### config.mk
export PLATFORM = sky130hd
export DESIGN_NAME = packet_round_robin_vc_mux_unit
export DESIGN_NICKNAME = d
export VERILOG_FILES = /design/src/rtl/prrvm_pkg.sv /design/src/rtl/packet_round_robin_vc_mux_unit.sv
export SDC_FILE = /design/constraint.sdc
export NUM_CORES = 1
export LEC_CHECK = 0
export ABC_AREA = 1
export ABC_CLOCK_PERIOD_IN_PS = 6180
export BUFFER_PORTS_ARGS = -buffer_cell sky130_fd_sc_hd__buf_4
export CAP_MARGIN = 30
export CORE_MARGIN = 2
export CORE_UTILIZATION = 35
export CTS_CLUSTER_DIAMETER = 50
export CTS_CLUSTER_SIZE = 10
export DETAILED_ROUTE_END_ITERATION = 6
export GPL_ROUTABILITY_DRIVEN = 0
export PLACE_DENSITY = 0.5
export SETUP_SLACK_MARGIN = 0.05
export SYNTH_ARGS = -nofsm -noshare
export SYNTH_HDL_FRONTEND = slang
export SYNTH_SLANG_ARGS = --single-unit
### constraint.sdc
create_clock -name i_clk -period 6.18 [get_ports i_clk]
set_input_delay 0.927 -clock i_clk [delete_from_list [all_inputs] [get_ports i_clk]]
set_output_delay 0.927 -clock i_clk [all_outputs]
set_load 0.01 [all_outputs]
### src/rtl/prrvm_pkg.sv
// Shared types and sizing constants for the round-robin virtual-channel multiplexer.
package prrvm_pkg;

    // Sizing of the multiplexer.
    localparam int NUM_INPUTS  = 4;
    localparam int QUEUE_DEPTH = 8;
    localparam int FLIT_WIDTH  = 32;

    // Derived widths.
    localparam int PORT_W = $clog2(NUM_INPUTS);
    localparam int PTR_W  = (QUEUE_DEPTH > 1) ? $clog2(QUEUE_DEPTH) : 1;
    localparam int CNT_W  = $clog2(QUEUE_DEPTH + 1);

    // Request codes carried in req_type.
    localparam logic REQ_ARRIVE = 1'b0;
    localparam logic REQ_TICK   = 1'b1;

    // One input transaction: either a flit arrival or a dispatch tick.
    typedef struct packed {
        logic        req_type;
        logic [1:0]  in_port;
        logic [31:0] flit_data;
        logic        flit_head;
        logic        flit_tail;
        logic [3:0]  down_stop;
    } t_in_item;

    // One result transaction.
    typedef struct packed {
        logic        out_valid;
        logic [1:0]  out_channel;
        logic [31:0] out_data;
        logic        out_head;
        logic        out_tail;
        logic [3:0]  up_stop;
        logic        overflow;
    } t_out_item;

    // One stored flit.
    typedef struct packed {
        logic [FLIT_WIDTH-1:0] data;
        logic                  head;
        logic                  tail;
    } t_flit;

endpackage

### src/rtl/packet_round_robin_vc_mux_unit.sv
// Round-robin virtual-channel multiplexer with per-input flit queues.
//
// The block takes transactions on an input channel (i_in_valid / o_in_ready,
// payload i_in_item) and returns exactly one result transaction for each of
// them on an output channel (o_out_valid / i_out_ready, payload o_out_item).
// An input transaction is either a flit arrival, which is queued in the FIFO
// of its input port, or a dispatch tick, which may send one flit.
// Each accepted transaction is held in the input register; from there the
// queue update and grant decision are made and the result is captured in
// the output register.
// Throughput is one transaction per cycle for as long as the receiver takes
// results; the queue state is touched in a single stage, so consecutive
// transactions see each other's effects without any bubble.
// When the receiver stalls, the result waits in the output register and one
// more transaction can still be taken into the input register; after that
// o_in_ready drops until the output drains.
// A synchronous active-low reset empties all queues, clears the lock and
// restarts the round-robin search at input 0. The flit storage itself is not
// cleared; an entry is only read after it has been written.
module packet_round_robin_vc_mux_unit (
    input  logic                 i_clk,
    input  logic                 i_rst_n,
    input  logic                 i_in_valid,
    output logic                 o_in_ready,
    input  prrvm_pkg::t_in_item  i_in_item,
    output logic                 o_out_valid,
    input  logic                 i_out_ready,
    output prrvm_pkg::t_out_item o_out_item
);
    import prrvm_pkg::*;

    // Pipeline registers.
    logic      r_in_vld;
    t_in_item  r_in;
    logic      r_out_vld;
    t_out_item r_out;
    t_out_item n_out;

    // Per-input queue state.
    t_flit             r_store [NUM_INPUTS][QUEUE_DEPTH];
    logic [CNT_W-1:0]  r_count [NUM_INPUTS];
    logic [CNT_W-1:0]  n_count [NUM_INPUTS];
    logic [PTR_W-1:0]  r_rd_ptr [NUM_INPUTS];
    logic [PTR_W-1:0]  n_rd_ptr [NUM_INPUTS];
    logic [PTR_W-1:0]  r_wr_ptr [NUM_INPUTS];
    logic [PTR_W-1:0]  n_wr_ptr [NUM_INPUTS];

    // Arbitration state.
    logic              r_locked;
    logic              n_locked;
    logic [PORT_W-1:0] r_cur_port;
    logic [PORT_W-1:0] n_cur_port;
    logic [PORT_W-1:0] r_search;
    logic [PORT_W-1:0] n_search;

    // Working signals of the processing stage.
    logic              advance;
    logic              process;
    t_flit             front [NUM_INPUTS];
    logic [NUM_INPUTS-1:0] stopped;
    logic [NUM_INPUTS-1:0] eligible;
    logic [4:0]        port_ext;
    logic              port_ok;
    logic [PORT_W-1:0] port_idx;
    logic              st_we;
    t_flit             st_flit;
    logic [63:0]       data_ext;
    logic              found;
    logic [PORT_W-1:0] winner;
    logic [PORT_W:0]   rr_sum;
    logic              send;
    logic [PORT_W-1:0] ch;
    logic [63:0]       out_ext;
    logic [4:0]        ch_ext;

    function automatic logic [PTR_W-1:0] next_ptr(input logic [PTR_W-1:0] ptr);
        logic [PTR_W-1:0] res;
        if ({1'b0, ptr} == (PTR_W+1)'(QUEUE_DEPTH - 1)) begin
            res = '0;
        end else begin
            res = ptr + PTR_W'(1);
        end
        return res;
    endfunction

    // The output register can take a new result when empty or being drained.
    assign advance    = !r_out_vld || i_out_ready;
    assign process    = r_in_vld && advance;
    assign o_in_ready = !r_in_vld || advance;

    assign o_out_valid = r_out_vld;
    assign o_out_item  = r_out;

    // Oldest flit of every queue.
    always_comb begin
        for (int i = 0; i < NUM_INPUTS; i++) begin
            front[i] = r_store[i][r_rd_ptr[i]];
        end
    end

    // Downstream stop bits exist only for the first four channels.
    always_comb begin
        stopped = '0;
        for (int i = 0; i < NUM_INPUTS; i++) begin
            if (i < 4) begin
                stopped[i] = r_in.down_stop[i];
            end
        end
    end

    always_comb begin
        for (int i = 0; i < NUM_INPUTS; i++) begin
            eligible[i] = (r_count[i] != '0) && !stopped[i];
        end
    end

    // Round-robin search starting at r_search. Walking the offsets from the
    // far end down lets the nearest eligible input overwrite the others.
    always_comb begin
        found  = 1'b0;
        winner = '0;
        rr_sum = '0;
        for (int k = NUM_INPUTS - 1; k >= 0; k--) begin
            rr_sum = {1'b0, r_search} + (PORT_W+1)'(k);
            if (rr_sum >= (PORT_W+1)'(NUM_INPUTS)) begin
                rr_sum = rr_sum - (PORT_W+1)'(NUM_INPUTS);
            end
            if (eligible[rr_sum[PORT_W-1:0]]) begin
                found  = 1'b1;
                winner = rr_sum[PORT_W-1:0];
            end
        end
    end

    // Arrival decode.
    assign port_ext = {3'b000, r_in.in_port};
    assign port_ok  = (port_ext < 5'(NUM_INPUTS));
    assign port_idx = port_ext[PORT_W-1:0];
    assign data_ext = {32'h0, r_in.flit_data};

    always_comb begin
        st_flit.data = data_ext[FLIT_WIDTH-1:0];
        st_flit.head = r_in.flit_head;
        st_flit.tail = r_in.flit_tail;
    end

    // Queue update, grant decision and result formation.
    always_comb begin
        n_count    = r_count;
        n_rd_ptr   = r_rd_ptr;
        n_wr_ptr   = r_wr_ptr;
        n_locked   = r_locked;
        n_cur_port = r_cur_port;
        n_search   = r_search;
        n_out      = '0;
        st_we      = 1'b0;
        send       = 1'b0;
        ch         = r_cur_port;
        out_ext    = '0;
        ch_ext     = '0;

        if (process) begin
            if (r_in.req_type == REQ_ARRIVE) begin
                if (port_ok) begin
                    if (r_count[port_idx] == CNT_W'(QUEUE_DEPTH)) begin
                        n_out.overflow = 1'b1;
                    end else begin
                        st_we              = 1'b1;
                        n_wr_ptr[port_idx] = next_ptr(r_wr_ptr[port_idx]);
                        n_count[port_idx]  = r_count[port_idx] + CNT_W'(1);
                    end
                end
            end else begin
                if (r_locked) begin
                    // A header waits for its downstream channel; body flits do not.
                    if ((r_count[ch] != '0) && (!stopped[ch] || !front[ch].head)) begin
                        send = 1'b1;
                    end
                end else if (found) begin
                    ch         = winner;
                    send       = 1'b1;
                    n_cur_port = winner;
                    n_locked   = 1'b1;
                    if ({1'b0, winner} == (PORT_W+1)'(NUM_INPUTS - 1)) begin
                        n_search = '0;
                    end else begin
                        n_search = winner + PORT_W'(1);
                    end
                end
                if (send) begin
                    n_rd_ptr[ch]      = next_ptr(r_rd_ptr[ch]);
                    n_count[ch]       = r_count[ch] - CNT_W'(1);
                    out_ext           = 64'(front[ch].data);
                    ch_ext            = 5'(ch);
                    n_out.out_valid   = 1'b1;
                    n_out.out_channel = ch_ext[1:0];
                    n_out.out_data    = out_ext[31:0];
                    n_out.out_head    = front[ch].head;
                    n_out.out_tail    = front[ch].tail;
                    if (front[ch].tail) begin
                        n_locked = 1'b0;
                    end
                end
            end
            // Upstream stop reflects queue occupancy after this transaction.
            for (int i = 0; i < 4; i++) begin
                if (i < NUM_INPUTS) begin
                    n_out.up_stop[i] = (n_count[i] != '0);
                end
            end
        end
    end

    // Flit storage: no reset, entries are written before they are read.
    always_ff @(posedge i_clk) begin
        if (st_we) begin
            r_store[port_idx][r_wr_ptr[port_idx]] <= st_flit;
        end
    end

    // Control state.
    always_ff @(posedge i_clk) begin
        if (!i_rst_n) begin
            r_in_vld   <= 1'b0;
            r_out_vld  <= 1'b0;
            r_locked   <= 1'b0;
            r_cur_port <= '0;
            r_search   <= '0;
            for (int i = 0; i < NUM_INPUTS; i++) begin
                r_count[i]  <= '0;
                r_rd_ptr[i] <= '0;
                r_wr_ptr[i] <= '0;
            end
        end else begin
            if (o_in_ready) begin
                r_in_vld <= i_in_valid;
            end
            if (advance) begin
                r_out_vld <= r_in_vld;
            end
            r_locked   <= n_locked;
            r_cur_port <= n_cur_port;
            r_search   <= n_search;
            r_count    <= n_count;
            r_rd_ptr   <= n_rd_ptr;
            r_wr_ptr   <= n_wr_ptr;
        end
    end

    // Payload registers.
    always_ff @(posedge i_clk) begin
        if (i_in_valid && o_in_ready) begin
            r_in <= i_in_item;
        end
        if (process) begin
            r_out <= n_out;
        end
    end

endmodule

---- Word-level counts from Yosys, hierarchy flattened ----
Memories as Yosys holds them, arrays and structs flattened.
Cells that the tools add are included.
operators by class
  magnitude comparators ................... 21
  add/sub/neg operators ................... 12
  reduce and logical (&&, ||, !) cells .... 36
  muxes and demuxes ....................... 104
  bitwise logic cells ..................... 12
  equality and inequality tests ........... 4
operators by type and width
  kind                  count
  $bmux W34 S3          4
  $mux W34              11
  $mux W272             1
  $bmux W34 S2          2
  $demux W34 S3         1
  $mux W16              5
  $mux W3               15
  $mux W37              1
  $reduce_bool A4 Y1    9
  $bwmux W16            2
  $mux W4               8
  $mux W2               15
  $bmux W4 S2           3
  $bwmux W12            2
  $mux W1               23
  $ge A4 B4 Y1 const B  5
  $not A3 Y4            5
  $ge A3 B3 Y1 const B  6
  $lt A2 B3 Y1 const B  6
  $demux W4 S2          2
  $bmux W3 S2           2
  $demux W3 S2          2
  $bmux W1 S2           5
  $logic_and A1 B1 Y1   10
  21 further kinds      44
word-level totals
  flip-flop bits (word level) ............. 130
  memories kept ........................... 1
  bits in writable memories ............... 1,088
memories
  memory   words  bits a word  read ports  clocked after Yosys merged registers in  wr ports  RTL line                              source
  r_store  4      272          4           0                                        1         packet_round_robin_vc_mux_unit.sv:40  t_flit r_store [NUM_INPUTS][QUEUE_DEPTH];

---- Depth between registers and ports, before layout ----
  depth in word-level cells ............... 23
  depth in mapped cells ................... 25
  depth with buffers taken out ............ 25

---- Worst setup path after synthesis ----
OpenSTA, ideal clock, no wires.
  path kind ............................... register to register
  start ................................... reg r_in, in the netlist port_idx[1]
  end ..................................... mem r_store[0][0] in the netlist's numbering (enable)
  data arrival time ....................... 3,353 ps
  slack ................................... 2,402 ps
  cell stages (with the launch flop) ...... 11
  period minus slack after synthesis ...... 3,778 ps
  required time ........................... 5,755 ps
  path through ............................ edfxtp_1 nand2_1 nor2_1 nor4_1 inv_1 ha_1 nand3_1 nand2_1 nor2_1 nand2_1 nor2_1
on the way
  cells in the longest elaborated chain, start to end .. 11
  elaborated cells between the ends (all ways) .. 21
  those cells by class .................... order compare (3); eq/ne (1); mux (14); bitwise (2); reduce/logical (1)
ends and longest elaborated chain
  item                                                                   RTL line                               source
  start, declared                                                        packet_round_robin_vc_mux_unit.sv:34   t_in_item r_in;
  start signal, assigned                                                 packet_round_robin_vc_mux_unit.sv:253  r_in <= i_in_item;
  parallel branches: the longest is 11 deep, another holds $ge A4 B4 Y1  --
  end, declared                                                          packet_round_robin_vc_mux_unit.sv:40
Several ways; the timed one is not identified. The select of a mux whose other input is x is not followed.

---- Worst setup path after layout ----
  start ................................... reg r_in, in the netlist port_idx[0]
  end ..................................... mem r_store[3][243] in the netlist's numbering (enable)
The elaborated chain is that of the path after synthesis.

==> out/qor.txt <==
status -> completed
Syn Area/Cell -> 13.3 µm²
critical path arrival -> 4960 ps
clk sink count -> 1218
cell count after synthesis -> 3618
CP Buf/Inv Count -> 4
r2r setup slk -> 1680 ps
Die Area -> 140000 µm²
vias in the first global route -> 29399
MaxCap Viol Count -> 0
initial antenna violation count -> 8
Slowest-stage cell, CP -> nor2_4
Setup Viol. Count Final -> 0
largest cells by area after synthesis -> edfxtp_1 73%, a21oi_1 4.1%, nand2_1 3.8%
Routed WL -> 144000 µm
starting density of the core -> 0.351
Core Area -> 137000 µm²
hold_sp -> i_in_item[30]
critical path's top delay family -> simple AND/OR/NAND/NOR gates
Die Ht -> 375 µm
CTS Buf Count -> 149
Crit. path cell count -> 13
worst slew pin tran -> 1010 ps
#FFs+latches synth -> 1218
Netlist cell types -> 45
DRT iter0 DRCs -> 3713
async set-reset flop share out of synthesis -> 0
Crit. End Element -> flop
Final Core Density -> 0.407
final setup TNS -> 0 ps
Pre-antenna DRT Iters -> 5
num rows -> 136
CTS max path bufs -> 3
most frequent cells in the layout -> 1171 x edfxtp_1, 492 x nand2_1, 396 x a21oi_1
min cycle time layout -> 4500 ps
CTS clock-pin slew for the worst setup and hold paths -> 50 ps
Reg-to-Reg Start -> port_idx[0]
worst reg2reg path depth -> 13
Period Utilization, post-route -> 0.729
hold path depth -> 1
commonest non-fill, non-tap cell in the layout -> edfxtp_1
ANT nets after route -> 0
yosys warns -> 0
vias -> 30871
post-CTS setup buffers -> 0
I/O pin cnt -> 89
post-route insts no fill -> 5583
crit-path cells -> inv_1, nor2_1, inv_1, nor2_1, nor4_1, inv_1, ha_1, nand3_1, nand2_1, nor2_1, nand2_1, nor2_4, buf_4
fraction of layout cells with a size suffix above 1 -> 0.125
CTS tree -> done
synthesized area -> 48100 µm²
fill count -> 12652
Setup CP Type -> reg2reg
Max stage delay on crit path -> 840 ps
first-pass GRT wire length -> 209000 µm
critical-path maximum fanout -> 21
worst hold path type -> in2reg
number of hold buffers added after CTS -> 0
Die W -> 375 µm
ys flop type -> edfxtp_1
root buf cell -> clkbuf_16
worst path required time -> 6640 ps
Pleak -> 18.9 nW
RSZ-0062 raised after global routing -> false
final hold vios -> 0
syn_nets -> 3671
DR WL/cell -> 25.8 µm
CP Launch Type -> flop
largest net degree at the start of global routing -> 135
Slew HR -> 0.320
worst-skew pair later-pin latency -> 770 ps
area share of the largest cell type after synthesis -> 0.731
Min-Delay Endpoint -> data_ext[24]
Placement Cell Area -> 51400 µm²
leftover overflow at the end of global routing -> 0
Worst Skew -> 32.3 ps
number of I/O port buffers -> 88
Finished Cell Area -> 55700 µm²
area grow syn2layout -> 15.7%
worst vdd ir -> 0.294 mV
sequential-to-total area share from yosys stat -> 0.750
Total GRT Usage -> 0.203
via/cell ratio -> 5.53
H-Tree Level Count -> 4
fmax -> 0.222 GHz
RR Endpoint -> r_store[3][243]
Slew Limit Fails -> 0
post-detail-place hpwl -> 86200 µm
Placed Cells -> 5375
Post-CTS Resized -> 0
Pwr per Cell Area -> 347 nW/µm²
drc violations -> 0
nets -> 3786
number of synthesized flops with an enable pin -> 1171
Pwr Total -> 19.3 mW
largest area contributor in the netlist -> edfxtp_1
report_power, final:
group          leakage, nW  internal (mW)  switching [mW]  total (mW)
registers             11.0           9.15          0.0732        9.23
clock network         2.09           4.70            3.23        7.93
logic                 5.88          0.526            1.63        2.15
total                 18.9           14.4            4.93        19.3
final cells by class:
cell class                 instances  area, µm²  area share
multi-input combinational       2059      10900       0.196
timing repair buffer             198       1710      0.0307
antenna                            3       7.51    0.000135
inverter                         107        413     0.00741
tap                             1794       2240      0.0403
clock buffer                     180       4030      0.0723
clock inverter                    24        244     0.00438
sequential                      1218      36100       0.649
worst reg2reg max path, stage by stage (launching register included):
cell and delay [ps]:
edfxtp_1 400, inv_1 90, nor2_1 80, inv_1 640, nor2_1 120, nor4_1 290
inv_1 210, ha_1 240, nand3_1 210, nand2_1 160, nor2_1 230, nand2_1 330
nor2_4 840, buf_4 350
flip-flops by register name, indices dropped and copies added (netlist names):
register / cells
data_ext: 32
o_out_item: 42
o_out_valid: 1
port_idx: 2
r_count: 16
r_cur_port: 2
r_in: 3
r_in_vld: 1
r_locked: 1
r_rd_ptr: 12
r_search: 2
r_store: 1088
r_wr_ptr: 12
stopped: 4
worst max-delay path by stage:
stage	from	end
floorplan	port_idx[1]	r_store[0][0]
global placement	port_idx[0]	r_store[3][54]
detailed placement	port_idx[1]	r_store[2][119]
CTS	port_idx[0]	r_store[2][103]
global route	port_idx[0]	r_store[3][243]
finish	port_idx[0]	r_store[3][243]
per-stage QoR:
| step | hold WS, ps | worst slack [ps] |
|---|---|---|
| CTS | 292 | 1660 |
| global route | 306 | 1300 |
| global placement | 441 | 1680 |
| detailed placement | 445 | 1670 |
| finish | 343 | 1680 |
| floorplan | 430 | 2400 |
synthesized netlist by cell type (15+ instances only):
| cell type | count |
|---|---|
| a21oi_1 | 396 |
| a221oi_1 | 139 |
| a32o_1 | 22 |
| buf_1 | 28 |
| clkbuf_1 | 185 |
| dfxtp_1 | 47 |
| edfxtp_1 | 1171 |
| inv_1 | 88 |
| nand2_1 | 492 |
| nand3_1 | 57 |
| nor2_1 | 310 |
| o211ai_1 | 15 |
| o21a_1 | 61 |
| o21ai_0 | 345 |
| o221ai_1 | 51 |
| o22ai_1 | 89 |
routing by layer:
| metal | wire [µm] | vias to the layer above | part of all wire | GRT usage |
|---|---|---|---|---|
| met5 | 0 | - | 0 | 0 |
| met4 | 2440 | 0 | 0.017 | 0.0472 |
| met3 | 10600 | 156 | 0.073 | 0.0374 |
| met2 | 64300 | 1201 | 0.45 | 0.304 |
| met1 | 67000 | 15652 | 0.46 | 0.303 |
| li1 | - | 13862 | - | - |
kinds of logic after synthesis:
family,Yosys count,synth area share
DFF,1218,0.750
AOI/OAI and AO/OA,1147,0.144
and+or+nand+nor,901,0.0751
buffers and inverters,341,0.0278
adders and majority gates,8,0.00208
xor gates and xnor gates,3,0.000546
(Power assumes the default switching activity.)
